### src/hdl/lsst_pkg.sv
// Shared types, codes and constants for the learning switch with spanning tree.
package lsst_pkg;

    // Fixed field widths
    localparam int MASK_W      = 16;
    localparam int ADDR_W      = 8;
    localparam int PORT_W      = 4;
    localparam int ID_W        = 8;
    localparam int DIST_W      = 8;
    localparam int MODE_W      = 2;
    localparam int STYPE_W     = 2;
    localparam int NPORTS_W    = 5;
    localparam int CFG_IDX_W   = 1;
    localparam int CFG_DATA_W  = 8;

    // Parameter defaults
    localparam int NUM_PORTS_DEF  = 16;
    localparam int ADDR_COUNT_DEF = 256;

    // Register reset values
    localparam logic [ID_W-1:0]     NODE_ID_RESET   = 8'd0;
    localparam logic [NPORTS_W-1:0] NUM_PORTS_RESET = 5'd16;
    localparam logic [DIST_W-1:0]   DIST_MAX        = 8'd255;

    // Input modes
    localparam logic [MODE_W-1:0] MODE_DATA = 2'd0;
    localparam logic [MODE_W-1:0] MODE_CTRL = 2'd1;
    localparam logic [MODE_W-1:0] MODE_TICK = 2'd2;

    // Sender types
    localparam logic [STYPE_W-1:0] STYPE_SWITCH = 2'd0;
    localparam logic [STYPE_W-1:0] STYPE_HOST   = 2'd1;
    localparam logic [STYPE_W-1:0] STYPE_END    = 2'd2;

    // Result kinds
    localparam logic KIND_DATA   = 1'b0;
    localparam logic KIND_BEACON = 1'b1;

    // Configuration register indexes
    localparam logic [CFG_IDX_W-1:0] REG_NODE_ID   = 1'd0;
    localparam logic [CFG_IDX_W-1:0] REG_NUM_PORTS = 1'd1;

    // Tree/root state seen by the datapath
    typedef struct packed {
        logic [ID_W-1:0]     root_id;
        logic [DIST_W-1:0]   root_dist;
        logic [PORT_W-1:0]   parent_port;
        logic                parent_valid;
        logic [MASK_W-1:0]   tree;
        logic [NPORTS_W-1:0] act_n;
        logic [MASK_W-1:0]   act_mask;
    } lsst_state_t;

endpackage

### src/hdl/lsst_addr_table.sv
// Address learning table: one RAM, clearing sweep after reset, registered reads with bypass.
module lsst_addr_table #(
    parameter int ADDR_COUNT = lsst_pkg::ADDR_COUNT_DEF
) (
    input  logic                         clk,
    input  logic                         rst_n,
    input  logic                         rd_en,
    input  logic [lsst_pkg::ADDR_W-1:0]  src_addr,
    input  logic [lsst_pkg::ADDR_W-1:0]  dst_addr,
    input  logic                         wr_en,
    input  logic [lsst_pkg::MASK_W-1:0]  wr_data,
    output logic [lsst_pkg::MASK_W-1:0]  src_data,
    output logic [lsst_pkg::MASK_W-1:0]  dst_data,
    output logic                         same_row,
    output logic                         busy
);

    localparam int AW = (ADDR_COUNT > 1) ? $clog2(ADDR_COUNT) : 1;
    localparam int MW = 17;

    // address modulo table size: 4 restoring steps, quotient < 16
    function automatic logic [AW-1:0] row_of(input logic [lsst_pkg::ADDR_W-1:0] a);
        logic [MW-1:0] r;
        r = MW'(a);
        for (int k = 3; k >= 0; k--) begin
            if (r >= (MW'(ADDR_COUNT) << k)) begin
                r = r - (MW'(ADDR_COUNT) << k);
            end
        end
        return r[AW-1:0];
    endfunction

    logic [lsst_pkg::MASK_W-1:0] mem [ADDR_COUNT];

    logic [AW-1:0]               src_row_reg;
    logic [AW-1:0]               dst_row_reg;
    logic [lsst_pkg::MASK_W-1:0] src_rd_reg;
    logic [lsst_pkg::MASK_W-1:0] dst_rd_reg;
    logic                        src_byp_reg;
    logic                        dst_byp_reg;
    logic [lsst_pkg::MASK_W-1:0] byp_data_reg;
    logic                        clr_reg;
    logic                        clr_next;
    logic [AW-1:0]               clr_cnt_reg;
    logic [AW-1:0]               clr_cnt_next;

    logic [AW-1:0]               rd_src_row;
    logic [AW-1:0]               rd_dst_row;
    logic                        mem_we;
    logic [AW-1:0]               mem_waddr;
    logic [lsst_pkg::MASK_W-1:0] mem_wdata;

    assign rd_src_row = row_of(src_addr);
    assign rd_dst_row = row_of(dst_addr);

    always_comb
    begin
        mem_we    = wr_en;
        mem_waddr = src_row_reg;
        mem_wdata = wr_data;
        if (clr_reg)
        begin
            mem_we    = 1'b1;
            mem_waddr = clr_cnt_reg;
            mem_wdata = '0;
        end
    end

    always_comb
    begin
        clr_next     = clr_reg;
        clr_cnt_next = clr_cnt_reg;
        if (clr_reg)
        begin
            if (clr_cnt_reg == AW'(ADDR_COUNT - 1))
            begin
                clr_next = 1'b0;
            end
            else
            begin
                clr_cnt_next = clr_cnt_reg + 1'b1;
            end
        end
    end

    always_ff @(posedge clk or negedge rst_n)
    begin
        if (!rst_n)
        begin
            clr_reg     <= 1'b1;
            clr_cnt_reg <= '0;
        end
        else
        begin
            clr_reg     <= clr_next;
            clr_cnt_reg <= clr_cnt_next;
        end
    end

    // RAM: one write port, two registered read ports
    always_ff @(posedge clk)
    begin
        if (mem_we)
        begin
            mem[mem_waddr] <= mem_wdata;
        end
        if (rd_en)
        begin
            src_rd_reg <= mem[rd_src_row];
            dst_rd_reg <= mem[rd_dst_row];
        end
    end

    // same-edge write bypass and row capture
    always_ff @(posedge clk)
    begin
        if (rd_en)
        begin
            src_row_reg  <= rd_src_row;
            dst_row_reg  <= rd_dst_row;
            src_byp_reg  <= wr_en && (src_row_reg == rd_src_row);
            dst_byp_reg  <= wr_en && (src_row_reg == rd_dst_row);
            byp_data_reg <= wr_data;
        end
    end

    assign src_data = src_byp_reg ? byp_data_reg : src_rd_reg;
    assign dst_data = dst_byp_reg ? byp_data_reg : dst_rd_reg;
    assign same_row = (src_row_reg == dst_row_reg);
    assign busy     = clr_reg;

endmodule

### config.mk
export PLATFORM = sky130hd
export DESIGN_NAME = lsst_addr_table
export DESIGN_NICKNAME = d
export VERILOG_FILES = /design/src/hdl/lsst_pkg.sv /design/src/hdl/lsst_addr_table.sv
export SDC_FILE = /design/constraint.sdc
export NUM_CORES = 2
export LEC_CHECK = 0
export CORE_ASPECT_RATIO = 0.7
export CORE_MARGIN = 5
export CORE_UTILIZATION = 28
export DETAILED_ROUTE_END_ITERATION = 10
export DONT_BUFFER_PORTS = 1
export PLACE_DENSITY_LB_ADDON = 0.3
export SYNTH_ARGS = -nofsm -noshare
export SYNTH_HDL_FRONTEND = slang
export SYNTH_SLANG_ARGS = --single-unit
### constraint.sdc
create_clock -name clk -period 17.2 [get_ports clk]
set_clock_uncertainty 0.2 [all_clocks]
set_input_delay 3.44 -clock clk [delete_from_list [all_inputs] [get_ports clk]]
set_output_delay 3.44 -clock clk [all_outputs]
set_load 0.02 [all_outputs]
Word-level counts from Yosys, hierarchy flattened
Memory sizes are Yosys's and may differ from the RTL's. A register that Yosys moved wholly into a read port is not among the register bits. Cells that the tools add are included.

Add/sub/neg operators: 1. $mul: 0. Div/mod/pow operators: 0. $lt $le $gt $ge: 0. Eq/ne operators: 4. Shifts and indexed selects: 0. Multiplexer cells: 9. Bitwise operators: 1. Reductions and logical operators: 3.

Operators by type and width (count): 16-bit 2-to-1 mux (3); 8-bit equality test (3); 8-bit by 1-bit adder with 8-bit output (second input constant) (1); 8-bit equality test (second input constant) (1); 8-bit 2-to-1 mux (1); 1-bit 2-to-1 mux (5); 1-bit logical AND (2); 2-bit AND reduction (1); 1-bit NOT (1).

Register bits: 43. Bits in latches: 0. RAM bits: 4096. Bits in read-only memories: 0. Bits of input ports: 36. Output and inout port bits: 34. Memories kept: 1.

Memories: mem (depth 256, bits a word 16, rd ports 2, clocked after memory_dff 2, wr ports 1, line lsst_addr_table.sv:33) `logic [lsst_pkg::MASK_W-1:0] mem [ADDR_COUNT];`.

Logic depth before layout (Yosys ltp)
Depth in word-level cells: 3. Mapped depth: 14. Mapped depth without buffers: 7.

Worst setup path before layout
OpenSTA, ideal clock, no wires.

Path kind: input-to-reg. Start point: in wr_data[0] (netlist bit). End point: mem mem[0][0] (netlist bit) (data pin). Data arrival time: 9.585 ns. Required time: 15.554 ns. Slack: 5.969 ns. Stages: 1. Buffers on the path: 0. Cell sequence: nor2b_1.

Longest elaborated chain between the ends: 1.

Ends and longest elaborated chain: start: declaration (line lsst_addr_table.sv:11) `input logic [lsst_pkg::MASK_W-1:0] wr_data,`; 16-bit 2-to-1 mux (line lsst_addr_table.sv:61) `if (clr_reg)`; end: declaration (line lsst_addr_table.sv:33).

Every way passes these cells.

==> out/summary.txt <==
========================================================================================
Outcome ................................................................... finished, violations left
Violated checks ........................................................... capacitance limit, slew limit
Die extent in x ...........................................................      1010 um
Cell family with most CP delay ............................................ compound AO/OA/AOI/OAI gates
Max-cap violations ........................................................            9
Total global routing track utilization ....................................       0.2055
Area enclosed by the die boundary .........................................  0.7168 mm^2
Share of total power consumed by net switching ............................       0.2460
CP Launch Type ............................................................   input port
Post-Route WL .............................................................    767800 um
Endpoint kind of the worst setup timing path ..............................         flop
Flip-flop and latch count after synthesis .................................         4171
Die height ................................................................     709.9 um
Cells traversed along the worst timing path ............................... buf_16, buf_16, buf_16, nand2b_4, buf_12, buf_12, o22ai_1, o22ai_1, a2111oi_0, nand4_1, a2111oi_2
Remaining global-route overflow ...........................................            0
Maximum count of clock buffers along a single path ........................            4
Classification of the worst setup path ....................................       in2reg
Count of filler cells inserted in the layout ..............................        66907
Core area .................................................................  0.6987 mm^2
Sequential power share ....................................................        0.505
Global placer's final weighted congestion .................................       0.9170
CTS-repair resized insts ..................................................            0
Gate Count Post-Synth .....................................................        10596
Wire length of the first global-routing pass ..............................   1023000 um
Data required time at the worst endpoint ..................................     17.76 ns
Switching power summed over all nets ......................................     5.481 mW
Crit path from ............................................................  src_addr[1]
Number of library cell types mapped by synthesis ..........................           80
Power per cell area ....................................................... 100.4 mW/mm^2
Root buf cell ............................................................. sky130_fd_sc_hd__clkbuf_16
Number of rows in the core area ...........................................          257
Overall via count from detail_route .......................................       119707
# hold bufs at CTS ........................................................            0
Number of buffer and inverter stages on the critical path .................            5
Number of enable-type register cells in the synthesized netlist ...........         4162
Reg-to-reg slack, setup ...................................................     12.34 ns
Worst setup timing slack at the placement stage ...........................     7.732 ns
Synth async-reset ratio ...................................................     0.002158
Portion of total power attributed to the clock network ....................        0.407
Num Clock Sinks ...........................................................         4171
Register with the most flip-flops .........................................          mem
Number of nets in the final layout ........................................        10662
Final period demand of the worst path .....................................     8.991 ns
Most frequently used flop master after synthesis .......................... sky130_fd_sc_hd__edfxtp_1
Mean post-synth cell area .................................................   18.49 um^2
Largest stage delay on the critical path ..................................      1.25 ns
Avg WL per Cell ...........................................................     37.77 um
Slew at the pin closest to its max-slew limit .............................     1.660 ns
Setup repair after global routing missed its margin .......................        false
Final standard cell count with taps included and fillers excluded .........        20327
Synthesis Warnings ........................................................            0
Reported leakage power ....................................................     68.28 nW
Cell type with the highest occurrence count on the critical path .......... sky130_fd_sc_hd__buf_16
Clock latency reported for the late side of the worst-skew pair ...........      1.02 ns
Placed cell areas .........................................................  0.2086 mm^2
Final hold slack ..........................................................    0.3874 ns
Count of H-tree levels built during CTS ...................................            5
Via count of the first global-routing pass ................................       112349
Overall power .............................................................     22.28 mW
Routed via count divided by cell count ....................................        5.889
Maximum fanout encountered on the critical timing path ....................          121
Hold/Removal Path Class ...................................................      reg2reg
Number of iterations in the first detailed-routing pass ...................            8
Critical-path top delay cell .............................................. sky130_fd_sc_hd__a2111oi_0
Final Max Slew Viols ......................................................           87
Final setup TNS ...........................................................         0 ns
Number of antenna violations at the first check in global routing .........           94
Number of nets in the synthesized netlist .................................        10633
Final core utilization ....................................................       0.3174
Final worst-path setup slack ..............................................     8.209 ns
Port Buffers ..............................................................            0
Total half-perimeter wirelength after legalization and detailed placement .    477100 um
Max frequency .............................................................    111.2 MHz
Share of the clock period used by the worst path ..........................       0.5228
WP data arrival ...........................................................      9.55 ns
Internal power consumption ................................................     16.80 mW
Count of final setup violators ............................................            0
Syn Std Cell Area .........................................................  0.1959 mm^2
Number of primary I/O pins ................................................           70
Worst IR drop on VDD ......................................................   0.09668 mV
Starting utilization of the core area .....................................       0.2804
Clock slew at the register clock pins of the worst setup and hold paths ...      0.07 ns
Fraction of final layout cells with drive strength greater than 1 .........       0.2897
Post-CTS setup buffer count ...............................................            0
Max reg flops .............................................................         4096
Final instance area .......................................................  0.2218 mm^2
Proportion of power drawn by combinational gates ..........................        0.088
Number of hold-slack violations in the final timing report ................            0
Number of CTS-inserted buffers ............................................          407
Pin count of the biggest net entering global routing ......................          207
Routed Antenna Nets .......................................................            0
DR iter-0 viols ...........................................................        19024
Dpl cells .................................................................        19533
Remaining design rule violation count .....................................            0
Hold_sp ................................................................... clr_cnt_reg[7]
Share of synthesized area occupied by flip-flops and latches ..............       0.6390
Startpoint of the lowest-slack register-to-register path ..................         busy
Max_slew headroom .........................................................      -0.1068
Area growth from synthesis to final layout ................................       13.20%
TritonCTS clock tree ......................................................         done
========================================================================================
==> worst register-to-register path, stage by stage (launching register included) <==
cell,delay [ns]
sky130_fd_sc_hd__dfstp_4,1.09
sky130_fd_sc_hd__nand3_1,0.17
sky130_fd_sc_hd__o21ai_1,0.50
sky130_fd_sc_hd__nand3_2,0.98
sky130_fd_sc_hd__buf_4,0.60
sky130_fd_sc_hd__nor2_4,0.86
==> cells in the mapped netlist (all sizes together) (11+ instances only) <==
| cell type | instances | area (um^2) |
|---|---|---|
| nor4 | 81 | 506.7 |
| o31ai | 12 | 90.09 |
| buf | 527 | 4165 |
| o22ai | 390 | 2477 |
| or4 | 15 | 112.6 |
| nor2b | 24 | 150.1 |
| a22o | 58 | 508.0 |
| o211ai | 14 | 105.1 |
| nand2b | 18 | 112.6 |
| a221oi | 55 | 481.7 |
| nand2 | 169 | 634.4 |
| a2111oi | 36 | 331.6 |
| o21ai | 70 | 350.3 |
| clkbuf | 345 | 1316 |
| mux4 | 1650 | 37210 |
| inv | 11 | 41.29 |
| nand3 | 42 | 210.2 |
| or2 | 15 | 93.84 |
| and2 | 35 | 219.0 |
| a21oi | 259 | 1296 |
| nor3 | 252 | 1261 |
| a22oi | 84 | 630.6 |
| xnor2 | 24 | 210.2 |
| mux2 | 59 | 664.4 |
| mux2i | 1101 | 11020 |
| a211oi | 91 | 683.2 |
| edfxtp | 4162 | 125000 |
| nor2 | 538 | 2019 |
| nand4 | 34 | 212.7 |
| o221ai | 311 | 2724 |
==> routing by layer <==
layer / part of all wire / GRT usage / routed length, um / up-vias
li1: - / - / - / 45640
met1: 0.41 / 0.2986 / 317500 / 64439
met2: 0.40 / 0.2769 / 307000 / 8400
met3: 0.15 / 0.08688 / 116600 / 1172
met4: 0.034 / 0.06069 / 26320 / 56
met5: 0.00057 / 0 / 440 / -
==> area by class of cell <==
type                       instances  area, um^2  share of cell area
multi-input combinational       5541       67350              0.3037
sequential                      4171      125200              0.5645
clock inverter                   238        2277             0.01027
antenna                           50       125.1           0.0005641
clock buffer                     499       10600             0.04780
timing repair buffer             493        4489             0.02024
tap                             9324       11670             0.05260
inverter                          11       68.82           0.0003103
==> power by group through the flow <==
stage | sequential [mW] | combinational [mW] | clock (mW)
2_1_floorplan | 11.5 | 1.18 | 0
3_3_place_gp | 11.5 | 1.90 | 0
3_5_place_dp | 11.5 | 1.91 | 0
4_1_cts | 11.3 | 1.91 | 9.13
5_1_grt | 11.3 | 2.01 | 9.56
6_report | 11.3 | 1.96 | 9.06
==> worst paths after layout <==
path                                  end  depth (start not counted)
hold reg to reg            clr_cnt_reg[7]                          1
setup / recovery            src_rd_reg[2]                         11
min in group asynchronous  clr_cnt_reg[0]                          0
hold / removal             clr_cnt_reg[7]                          1
setup reg to reg              mem[76][10]                          5
max in group asynchronous            busy                          0
==> cells in the final DEF, fill, tap and decap left out, types with 140 or more instances in the layout <==
master,synthesis,routed
sky130_fd_sc_hd__a21oi_1,259,252
sky130_fd_sc_hd__buf_4,79,433
sky130_fd_sc_hd__clkbuf_16,0,409
sky130_fd_sc_hd__edfxtp_1,4162,4162
sky130_fd_sc_hd__mux2i_1,1101,1101
sky130_fd_sc_hd__mux4_2,1636,1636
sky130_fd_sc_hd__nand2_1,169,163
sky130_fd_sc_hd__nor2_1,538,275
sky130_fd_sc_hd__nor2_2,0,140
sky130_fd_sc_hd__nor3_1,252,226
sky130_fd_sc_hd__o221ai_1,311,311
sky130_fd_sc_hd__o22ai_1,384,384
==> cell families after synthesis <==
kind of cell               count (synthesis)  synth area share
AOI/OAI and AO/OA                       1436           0.05190
and+or+nand+nor                         1264           0.02986
buffers and inverters                    884           0.02823
muxes                                   2810            0.2496
adders and majority gates                  1        0.00006385
xor gates and xnor gates                  30          0.001341
DFF                                     4171            0.6390
(Power assumes the default switching activity.)
