<file path="config.mk">
export PLATFORM = sky130hd
export DESIGN_NAME = lsst_tree_state
export DESIGN_NICKNAME = d
export VERILOG_FILES = /design/src/hdl/lsst_pkg.sv /design/src/hdl/lsst_tree_state.sv
export SDC_FILE = /design/constraint.sdc
export NUM_CORES = 1
export LEC_CHECK = 0
export BUFFER_PORTS_ARGS = -buffer_cell sky130_fd_sc_hd__buf_2
export CORE_ASPECT_RATIO = 0.9
export CORE_MARGIN = 8
export CORE_UTILIZATION = 45
export CTS_BUF_LIST = sky130_fd_sc_hd__clkbuf_4 sky130_fd_sc_hd__clkbuf_8
export CTS_CLUSTER_DIAMETER = 60
export DETAILED_ROUTE_END_ITERATION = 10
export PLACE_DENSITY = 0.74
export SKIP_LAST_GASP = 1
export SYNTH_ARGS = -nofsm -noshare
export SYNTH_HDL_FRONTEND = slang
export SYNTH_SLANG_ARGS = --single-unit
</file>
<file path="constraint.sdc">
create_clock -name clk -period 2.5 [get_ports clk]
set_clock_uncertainty 0.2 [all_clocks]
set_input_delay 0 -clock clk [delete_from_list [all_inputs] [get_ports clk]]
set_output_delay 0 -clock clk [all_outputs]
set_load 0.1 [all_outputs]
</file>
<file path="src/hdl/lsst_pkg.sv">
// Shared types, codes and constants for the learning switch with spanning tree.
package lsst_pkg;

    // Fixed field widths
    localparam int MASK_W      = 16;
    localparam int ADDR_W      = 8;
    localparam int PORT_W      = 4;
    localparam int ID_W        = 8;
    localparam int DIST_W      = 8;
    localparam int MODE_W      = 2;
    localparam int STYPE_W     = 2;
    localparam int NPORTS_W    = 5;
    localparam int CFG_IDX_W   = 1;
    localparam int CFG_DATA_W  = 8;

    // Parameter defaults
    localparam int NUM_PORTS_DEF  = 16;
    localparam int ADDR_COUNT_DEF = 256;

    // Register reset values
    localparam logic [ID_W-1:0]     NODE_ID_RESET   = 8'd0;
    localparam logic [NPORTS_W-1:0] NUM_PORTS_RESET = 5'd16;
    localparam logic [DIST_W-1:0]   DIST_MAX        = 8'd255;

    // Input modes
    localparam logic [MODE_W-1:0] MODE_DATA = 2'd0;
    localparam logic [MODE_W-1:0] MODE_CTRL = 2'd1;
    localparam logic [MODE_W-1:0] MODE_TICK = 2'd2;

    // Sender types
    localparam logic [STYPE_W-1:0] STYPE_SWITCH = 2'd0;
    localparam logic [STYPE_W-1:0] STYPE_HOST   = 2'd1;
    localparam logic [STYPE_W-1:0] STYPE_END    = 2'd2;

    // Result kinds
    localparam logic KIND_DATA   = 1'b0;
    localparam logic KIND_BEACON = 1'b1;

    // Configuration register indexes
    localparam logic [CFG_IDX_W-1:0] REG_NODE_ID   = 1'd0;
    localparam logic [CFG_IDX_W-1:0] REG_NUM_PORTS = 1'd1;

    // Tree/root state seen by the datapath
    typedef struct packed {
        logic [ID_W-1:0]     root_id;
        logic [DIST_W-1:0]   root_dist;
        logic [PORT_W-1:0]   parent_port;
        logic                parent_valid;
        logic [MASK_W-1:0]   tree;
        logic [NPORTS_W-1:0] act_n;
        logic [MASK_W-1:0]   act_mask;
    } lsst_state_t;

endpackage

</file>
<file path="src/hdl/lsst_tree_state.sv">
// Configuration registers, root election and per-port tree flags.
module lsst_tree_state #(
    parameter int NUM_PORTS = lsst_pkg::NUM_PORTS_DEF
) (
    input  logic                              clk,
    input  logic                              rst_n,
    input  logic                              cfg_we,
    input  logic [lsst_pkg::CFG_IDX_W-1:0]    cfg_index,
    input  logic [lsst_pkg::CFG_DATA_W-1:0]   cfg_data,
    input  logic                              upd,
    input  logic [lsst_pkg::PORT_W-1:0]       rx_port,
    input  logic [lsst_pkg::ADDR_W-1:0]       src_addr,
    input  logic [lsst_pkg::ID_W-1:0]         sender_root_id,
    input  logic [lsst_pkg::DIST_W-1:0]       sender_root_dist,
    input  logic [lsst_pkg::STYPE_W-1:0]      sender_type,
    input  logic                              sender_is_child,
    output lsst_pkg::lsst_state_t             st
);

    localparam int LANES = (NUM_PORTS < lsst_pkg::MASK_W) ? NUM_PORTS : lsst_pkg::MASK_W;

    logic [lsst_pkg::ID_W-1:0]     node_id_reg;
    logic [lsst_pkg::NPORTS_W-1:0] num_ports_reg;
    logic [lsst_pkg::ID_W-1:0]     root_id_reg;
    logic [lsst_pkg::ID_W-1:0]     root_id_next;
    logic [lsst_pkg::DIST_W-1:0]   root_dist_reg;
    logic [lsst_pkg::DIST_W-1:0]   root_dist_next;
    logic [lsst_pkg::PORT_W-1:0]   parent_port_reg;
    logic [lsst_pkg::PORT_W-1:0]   parent_port_next;
    logic                          parent_valid_reg;
    logic                          parent_valid_next;
    logic [LANES-1:0]              tree_reg;
    logic [LANES-1:0]              tree_next;

    logic [lsst_pkg::MASK_W-1:0]   tree_w;
    logic [lsst_pkg::MASK_W-1:0]   rx_oh;
    logic [lsst_pkg::DIST_W:0]     nd;
    logic [lsst_pkg::DIST_W-1:0]   sat;
    logic                          take;
    logic                          keep;
    logic                          tval;
    logic [lsst_pkg::NPORTS_W-1:0] act_n;
    logic [lsst_pkg::MASK_W-1:0]   act_mask;

    assign tree_w = lsst_pkg::MASK_W'(tree_reg);
    assign rx_oh  = lsst_pkg::MASK_W'(1) << rx_port;
    assign nd     = {1'b0, sender_root_dist} + 1'b1;
    assign sat    = nd[lsst_pkg::DIST_W] ? lsst_pkg::DIST_MAX : nd[lsst_pkg::DIST_W-1:0];

    // active port count: 0 acts as 1, clamp at lane count
    always_comb
    begin
        if (num_ports_reg == '0)
        begin
            act_n = lsst_pkg::NPORTS_W'(1);
        end
        else if (num_ports_reg > lsst_pkg::NPORTS_W'(LANES))
        begin
            act_n = lsst_pkg::NPORTS_W'(LANES);
        end
        else
        begin
            act_n = num_ports_reg;
        end
        for (int i = 0; i < lsst_pkg::MASK_W; i++)
        begin
            act_mask[i] = (lsst_pkg::NPORTS_W'(i) < act_n);
        end
    end

    // root election and tree flag update
    always_comb
    begin
        take = 1'b0;
        if (sender_type == lsst_pkg::STYPE_SWITCH)
        begin
            if (sender_root_id < root_id_reg)
            begin
                take = 1'b1;
            end
            else if (sender_root_id == root_id_reg)
            begin
                take = ({1'b0, root_dist_reg} > nd) ||
                       (({1'b0, root_dist_reg} == nd) && parent_valid_reg &&
                        (rx_port < parent_port_reg));
            end
        end

        root_id_next      = root_id_reg;
        root_dist_next    = root_dist_reg;
        parent_port_next  = parent_port_reg;
        parent_valid_next = parent_valid_reg;
        if (upd && take)
        begin
            root_id_next      = sender_root_id;
            root_dist_next    = sat;
            parent_port_next  = rx_port;
            parent_valid_next = 1'b1;
        end

        // kept only toward a lower-id neighbor one hop closer to the root
        keep = (root_dist_next != '0) && (nd == {1'b0, root_dist_next}) &&
               (src_addr < node_id_reg);

        case (sender_type)
            lsst_pkg::STYPE_HOST:   tval = 1'b1;
            lsst_pkg::STYPE_END:    tval = 1'b1;
            lsst_pkg::STYPE_SWITCH: tval = sender_is_child || (tree_w[rx_port] && keep);
            default:                tval = 1'b0;
        endcase

        tree_next = tree_reg;
        if (upd)
        begin
            for (int i = 0; i < LANES; i++)
            begin
                if (rx_oh[i])
                begin
                    tree_next[i] = tval;
                end
            end
        end

        // node id write restarts the election
        if (cfg_we && (cfg_index == lsst_pkg::REG_NODE_ID))
        begin
            root_id_next      = cfg_data;
            root_dist_next    = '0;
            parent_valid_next = 1'b0;
        end
    end

    always_ff @(posedge clk or negedge rst_n)
    begin
        if (!rst_n)
        begin
            node_id_reg      <= lsst_pkg::NODE_ID_RESET;
            num_ports_reg    <= lsst_pkg::NUM_PORTS_RESET;
            root_id_reg      <= lsst_pkg::NODE_ID_RESET;
            root_dist_reg    <= '0;
            parent_port_reg  <= '0;
            parent_valid_reg <= 1'b0;
            tree_reg         <= '0;
        end
        else
        begin
            if (cfg_we)
            begin
                case (cfg_index)
                    lsst_pkg::REG_NODE_ID:   node_id_reg   <= cfg_data;
                    lsst_pkg::REG_NUM_PORTS: num_ports_reg <= cfg_data[lsst_pkg::NPORTS_W-1:0];
                    default: ;
                endcase
            end
            root_id_reg      <= root_id_next;
            root_dist_reg    <= root_dist_next;
            parent_port_reg  <= parent_port_next;
            parent_valid_reg <= parent_valid_next;
            tree_reg         <= tree_next;
        end
    end

    assign st.root_id      = root_id_reg;
    assign st.root_dist    = root_dist_reg;
    assign st.parent_port  = parent_port_reg;
    assign st.parent_valid = parent_valid_reg;
    assign st.tree         = tree_w;
    assign st.act_n        = act_n;
    assign st.act_mask     = act_mask;

endmodule

</file>
Yosys cells after proc, flatten, opt, wreduce, memory -nomap -nowiden. Cells that the tools add are included. W data, S select, Z words.

$add $sub $neg: 1. Multipliers: 0. Div/mod/pow operators: 0. $lt $le $gt $ge: 22. Eq/ne operators: 5. Shifts and indexed selects: 1. Muxes and demuxes: 15. Bitwise operators: 1. Reduce and logical (&&, ||, !) cells: 32.

Operator list (count): $lt A4 B5 Y1 const A (8); $mux W8 (5); $reduce_and A2 Y1 (18); $lt A3 B5 Y1 const A (4); $lt A8 B8 Y1 (2); $shl A1 B4 Y16 const A (1); $lt A1 B5 Y1 const A (2); $lt A2 B5 Y1 const A (2); $mux W5 (2); $add A8 B1 Y9 const B (1); $eq A8 B9 Y1 (1); $eq A9 B8 Y1 (1); $gt A8 B9 Y1 (1); $eq A8 B8 Y1 (1); $reduce_bool A8 Y1 (1); $logic_and A1 B1 Y1 (7); $mux W1 (6); $gt A5 B5 Y1 const B (1); $logic_not A5 Y1 (1); $lt A4 B5 Y1 const B (1); $bmux W1 S4 (1); $lt A4 B4 Y1 (1); $eq A2 B1 Y1 const B (1); $eq A2 B2 Y1 const B (1); 6 further kinds (7).

Bits in registers: 50. Bits in latches: 0. Memory bits (writable): 0. ROM bits: 0. Input port bits: 44. Word-level logic and storage cells: 99. Memories: 0.

Logic depth before layout (Yosys ltp).
Depth after elaboration: 16. Depth in mapped cells: 14. Mapped depth without buffers: 12.

Least setup slack after synthesis. Ideal clock, no wire load.

Kind: register to register. Start: reg root_id_reg[5] (netlist bit). End: reg root_dist_reg[2] (netlist bit). Library setup time: 99 ps. Arrival time: 2977 ps. Path slack: -777 ps. Stages on the path, launching flop included: 11. Buffers on the path: 2. Period minus slack after synthesis: 3277 ps. Cells stage by stage: dfrtp_1 > inv_1 > ha_1 > a21o_1 > a21o_1 > a2111oi_4 > or2_0 > buf_6 > buf_2 > nor2_1 > a311oi_1.

Word-level cells in the longest chain between the ends: 7. Elaborated cells on any way between the ends: 8. Those cells by class: order compare (1); eq/ne (1); mux (5); reduce/logical (1).

RTL lines: start: declaration (line lsst_tree_state.sv:24) `logic [lsst_pkg::ID_W-1:0] root_id_reg;`; start signal: assignment (line lsst_tree_state.sv:139) `root_id_reg <= lsst_pkg::NODE_ID_RESET;`; start signal: assignment (line lsst_tree_state.sv:155) `root_id_reg <= root_id_next;`; branches (longest 2 deep; another with $lt A8 B8 Y1); $mux W1 * (line lsst_tree_state.sv:77) `if (sender_root_id < root_id_reg)`; $mux W1 * (line lsst_tree_state.sv:75) `if (sender_type == lsst_pkg::STYPE_SWITCH)`; $logic_and A1 B1 Y1 * (line lsst_tree_state.sv:93) `if (upd && take)`; $mux W8 * (line lsst_tree_state.sv:93); $mux W8 * (line lsst_tree_state.sv:125) `if (cfg_we && (cfg_index == lsst_pkg::REG_NODE_ID))`; via root_dist_next (one bit) (line lsst_tree_state.sv:27) `logic [lsst_pkg::DIST_W-1:0] root_dist_next;`; end signal: assignment (line lsst_tree_state.sv:156) `root_dist_reg <= root_dist_next;`; end: declaration (line lsst_tree_state.sv:26) `logic [lsst_pkg::DIST_W-1:0] root_dist_reg;`.

Mark *: on every way through the listed nets, which the timed path passes. A chain may end at the register's enable or synchronous reset.

Worst setup path after layout.
Start: in sender_root_dist[1] (netlist bit). End: reg tree_reg[14].

Word-level cells in the longest chain between the ends: 16. Elaborated cells on any way between the ends: 19. Those cells by class: add/sub (1); order compare (1); eq/ne (2); mux (6); reduce/logical (9).

RTL lines: start: declaration (line lsst_tree_state.sv:14) `input logic [lsst_pkg::DIST_W-1:0] sender_root_dist,`; $add A8 B1 Y9 * (line lsst_tree_state.sv:47) `assign nd = {1'b0, sender_root_dist} + 1'b1;`; branches (longest 10 deep; another with $gt A8 B9 Y1); $logic_and A1 B1 Y1 * (2 in series) (line lsst_tree_state.sv:102) `keep = (root_dist_next != '0) && (nd == {1'b0, root_dist_next}) &&`; $logic_and A1 B1 Y1 * (line lsst_tree_state.sv:108) `lsst_pkg::STYPE_SWITCH: tval = sender_is_child || (tree_w[rx_port] && keep);`; $logic_or A1 B1 Y1 * (line lsst_tree_state.sv:108); $pmux W1 S2 * (line lsst_tree_state.sv:105) `case (sender_type)`; end signal: assignment (line lsst_tree_state.sv:159) `tree_reg <= tree_next;`; end: declaration (line lsst_tree_state.sv:32) `logic [LANES-1:0] tree_reg;`.

Mark *: on every way between the ends.

==> metrics.cfg <==
[outcome]
status=finished, violations left
violations=negative setup slack

[grt]
grt_overflow=0
met2_usage_pct=35.5
met3_usage_pct=5.28
grtUsageTotal_pct=21.7
grt_pass1_wl_um=18700
busiest_layer=met2
grt_use_met1_pct=27.0
grt_pass1_vias=3804
grt_max_degree=25
antenna_found_initial=0

[synth]
ys.flop_type=dfrtp_1
synthArstFlopShare_pct=100
ys_ff_latch=50
synthCells=379
syn_area_per_cell_um2=9.10
yosysTopAreaCell=dfrtp_1
netlist_area_um2=3450
synth.distinct_cells=54
synth_area_leaders=dfrtp_1 36%, ha_1 11%, nor2_1 4.5%
yosysMostFrequentCell=dfrtp_1
synth_edf_count=0
synth_nets=452
synthTopCellsByCount=49 x dfrtp_1, 41 x nor2_1, 29 x ha_1
yosysSeqAreaShare_pct=36.3
synth_top_area_share_pct=35.6
ys_warn_count=0

[clocking]
ctsHtreeMaxLevel=2
cts_made_buffers=5
cts.sink_count=50
clock_latency_ps=320
cts_root_buffer=clkbuf_8
clk_pin_slew_ps=100
clockBufferDepth=2
cts_tree=built

[floorplanning]
die_area_um2=10700
num_rows=30
ioPinCount=102
initial_core_util_pct=46.2
die_h_um=99.0
die-width_um=108
coreArea_um2=7470

[timing]
drv_slew=0
setup_viol_count_final=30
finalCriticalPeriod_ps=2720
tightest_slew_ps=966
fin_ws_ps=-219
max_freq_ghz=0.368
post-route-period-util_pct=109
finalHoldViolCount=0
slew_headroom_pct=35.4
timing.hold.ws_ps=20.4
rsz0062_at_grt=true

[cells_and_area]
largest_reg_flops=16
area_delta_synth_final_pct=56.5
drive_gt1_share_pct=48.9
num_antenna_cells=0
fin_nets=624
final_area_um2=5400
fin_util_pct=72.2

[critical_path]
crit_type=input pin to flop
cp.required_ps=2470
crit_path_max_fanout=8
cp.arrival_ps=2690
cp-start-kind=input pin
end_kind=flop

[route]
route.detailed.drc=0
drtPass1Iterations=5
ant_nets=0
wire_per_inst_um=19.7
drt_iter0_drc=277
wl_um=12800
vias=3691
viasPerCell=5.70

[run]
max_cap_viol_count=0

[placement]
placed_area_um2=4550
place_ws_ps=-383
place_congestion=0.903
dp_hpwl_um=8240
io_buffers=100

[pwr]
power_density_nw_per_um2=822
ir_drop_mv=0.970
p_leak_nw=2.35

[min_path]
min_path_type=input pin to async pin

[layout make-up]
cell class / instances / area [µm²]
Multi-Input combinational cell: 277 / 2430
Fill cell: 544 / 2070
Timing Repair Buffer: 189 / 1330
Sequential cell: 50 / 1310
Tap cell: 96 / 120
Inverter: 28 / 113
Clock buffer: 6 / 82.6
Clock inverter: 2 / 12.5
[routing by layer]
metal	share of wire (%)	wire [µm]	vias up
met1	40	5110	1805
met4	2.4	310	0
met3	6.6	850	32
li1	-	-	1694
met2	51	6530	160
met5	0	0	-
[metrics by stage]
stage	TNS (ps)	instances	total power [mW]
floorplan	-6480	379	3.13
global placement	-8880	602	3.59
detailed placement	-13060	602	3.65
CTS	-307	645	4.24
global route	-6790	648	4.61
finish	-3810	648	4.44
[report_power, final]
| part | internal [mW] | switching, mW | total, mW | leakage (nW) |
|---|---|---|---|---|
| logic | 0.707 | 2.04 | 2.75 | 1.72 |
| registers | 0.997 | 0.161 | 1.16 | 0.581 |
| clock network | 0.224 | 0.307 | 0.530 | 0.0472 |
[kinds of logic after synthesis]
kind of cell	share of synthesized area, %
muxes	6.13
other	0.109
AOI/OAI and AO/OA	18.8
and+or+nand+nor	17.9
buffers and inverters	6.89
DFF	36.3
adders and majority gates	10.8
xor gates and xnor gates	3.05
[worst paths after layout]
check	startpoint	to	slack, ps	depth (start not counted)
min in group clk	sender_root_dist[6]	root_dist_reg[6]	80	4
max	sender_root_dist[1]	tree_reg[14]	-220	15
min	rst_n	parent_port_reg[0]	20	3
max reg2reg	root_dist_reg[6]	tree_reg[14]	-220	10
min reg2reg	node_id_reg[7]	node_id_reg[7]	360	2
max in group asynchronous	rst_n	root_dist_reg[7]	630	3
[critical path, cell delays in order]
cell,delay (ps)
buf_2,100
ha_2,190
and4_4,220
nand2_1,110
xor2_2,220
ha_4,240
a21oi_1,170
o22ai_2,120
nor4_4,220
a211oi_4,70
or2_4,300
buf_6,130
o211ai_4,250
clkbuf_16,230
a31oi_1,100
[placed cells by master (no fill, tap or decap), types with 3 or more instances in the layout]
cell type | Yosys | routed
o21ai_0 | 28 | 14
xnor2_1 | 8 | 8
a21o_1 | 9 | 9
clkbuf_8 | 0 | 6
a311oi_1 | 7 | 5
buf_4 | 4 | 46
buf_6 | 3 | 6
nand3_1 | 4 | 4
o21ai_1 | 0 | 11
nor3_2 | 0 | 4
nor2_1 | 41 | 40
ha_1 | 29 | 18
a31oi_1 | 18 | 7
nand4_1 | 5 | 5
nand2b_1 | 6 | 5
mux2_2 | 7 | 6
o21ai_2 | 0 | 3
a31oi_4 | 0 | 11
a21oi_2 | 0 | 9
buf_2 | 4 | 100
nor3_1 | 17 | 13
nor2b_1 | 6 | 4
ha_4 | 0 | 10
inv_1 | 28 | 24
nor3b_1 | 3 | 3
nand2_1 | 22 | 19
dlygate4sd3_1 | 0 | 33
dfrtp_1 | 49 | 30
dfrtp_2 | 0 | 5
mux4_2 | 5 | 5
nand2_2 | 0 | 3
inv_4 | 0 | 3
or2_2 | 4 | 4
dfrtp_4 | 0 | 14
a21oi_1 | 19 | 10
[what timing repair did]
action	in CTS	in global routing
gates cloned	1	1
hold buffers	33	0
pin swaps	7	8
buffers inserted	2	5
endpoints found under the hold margin	84	0
gates resized for setup	11	44
endpoints found under the setup margin	37	37
Power figures use the tool's default switching activity.
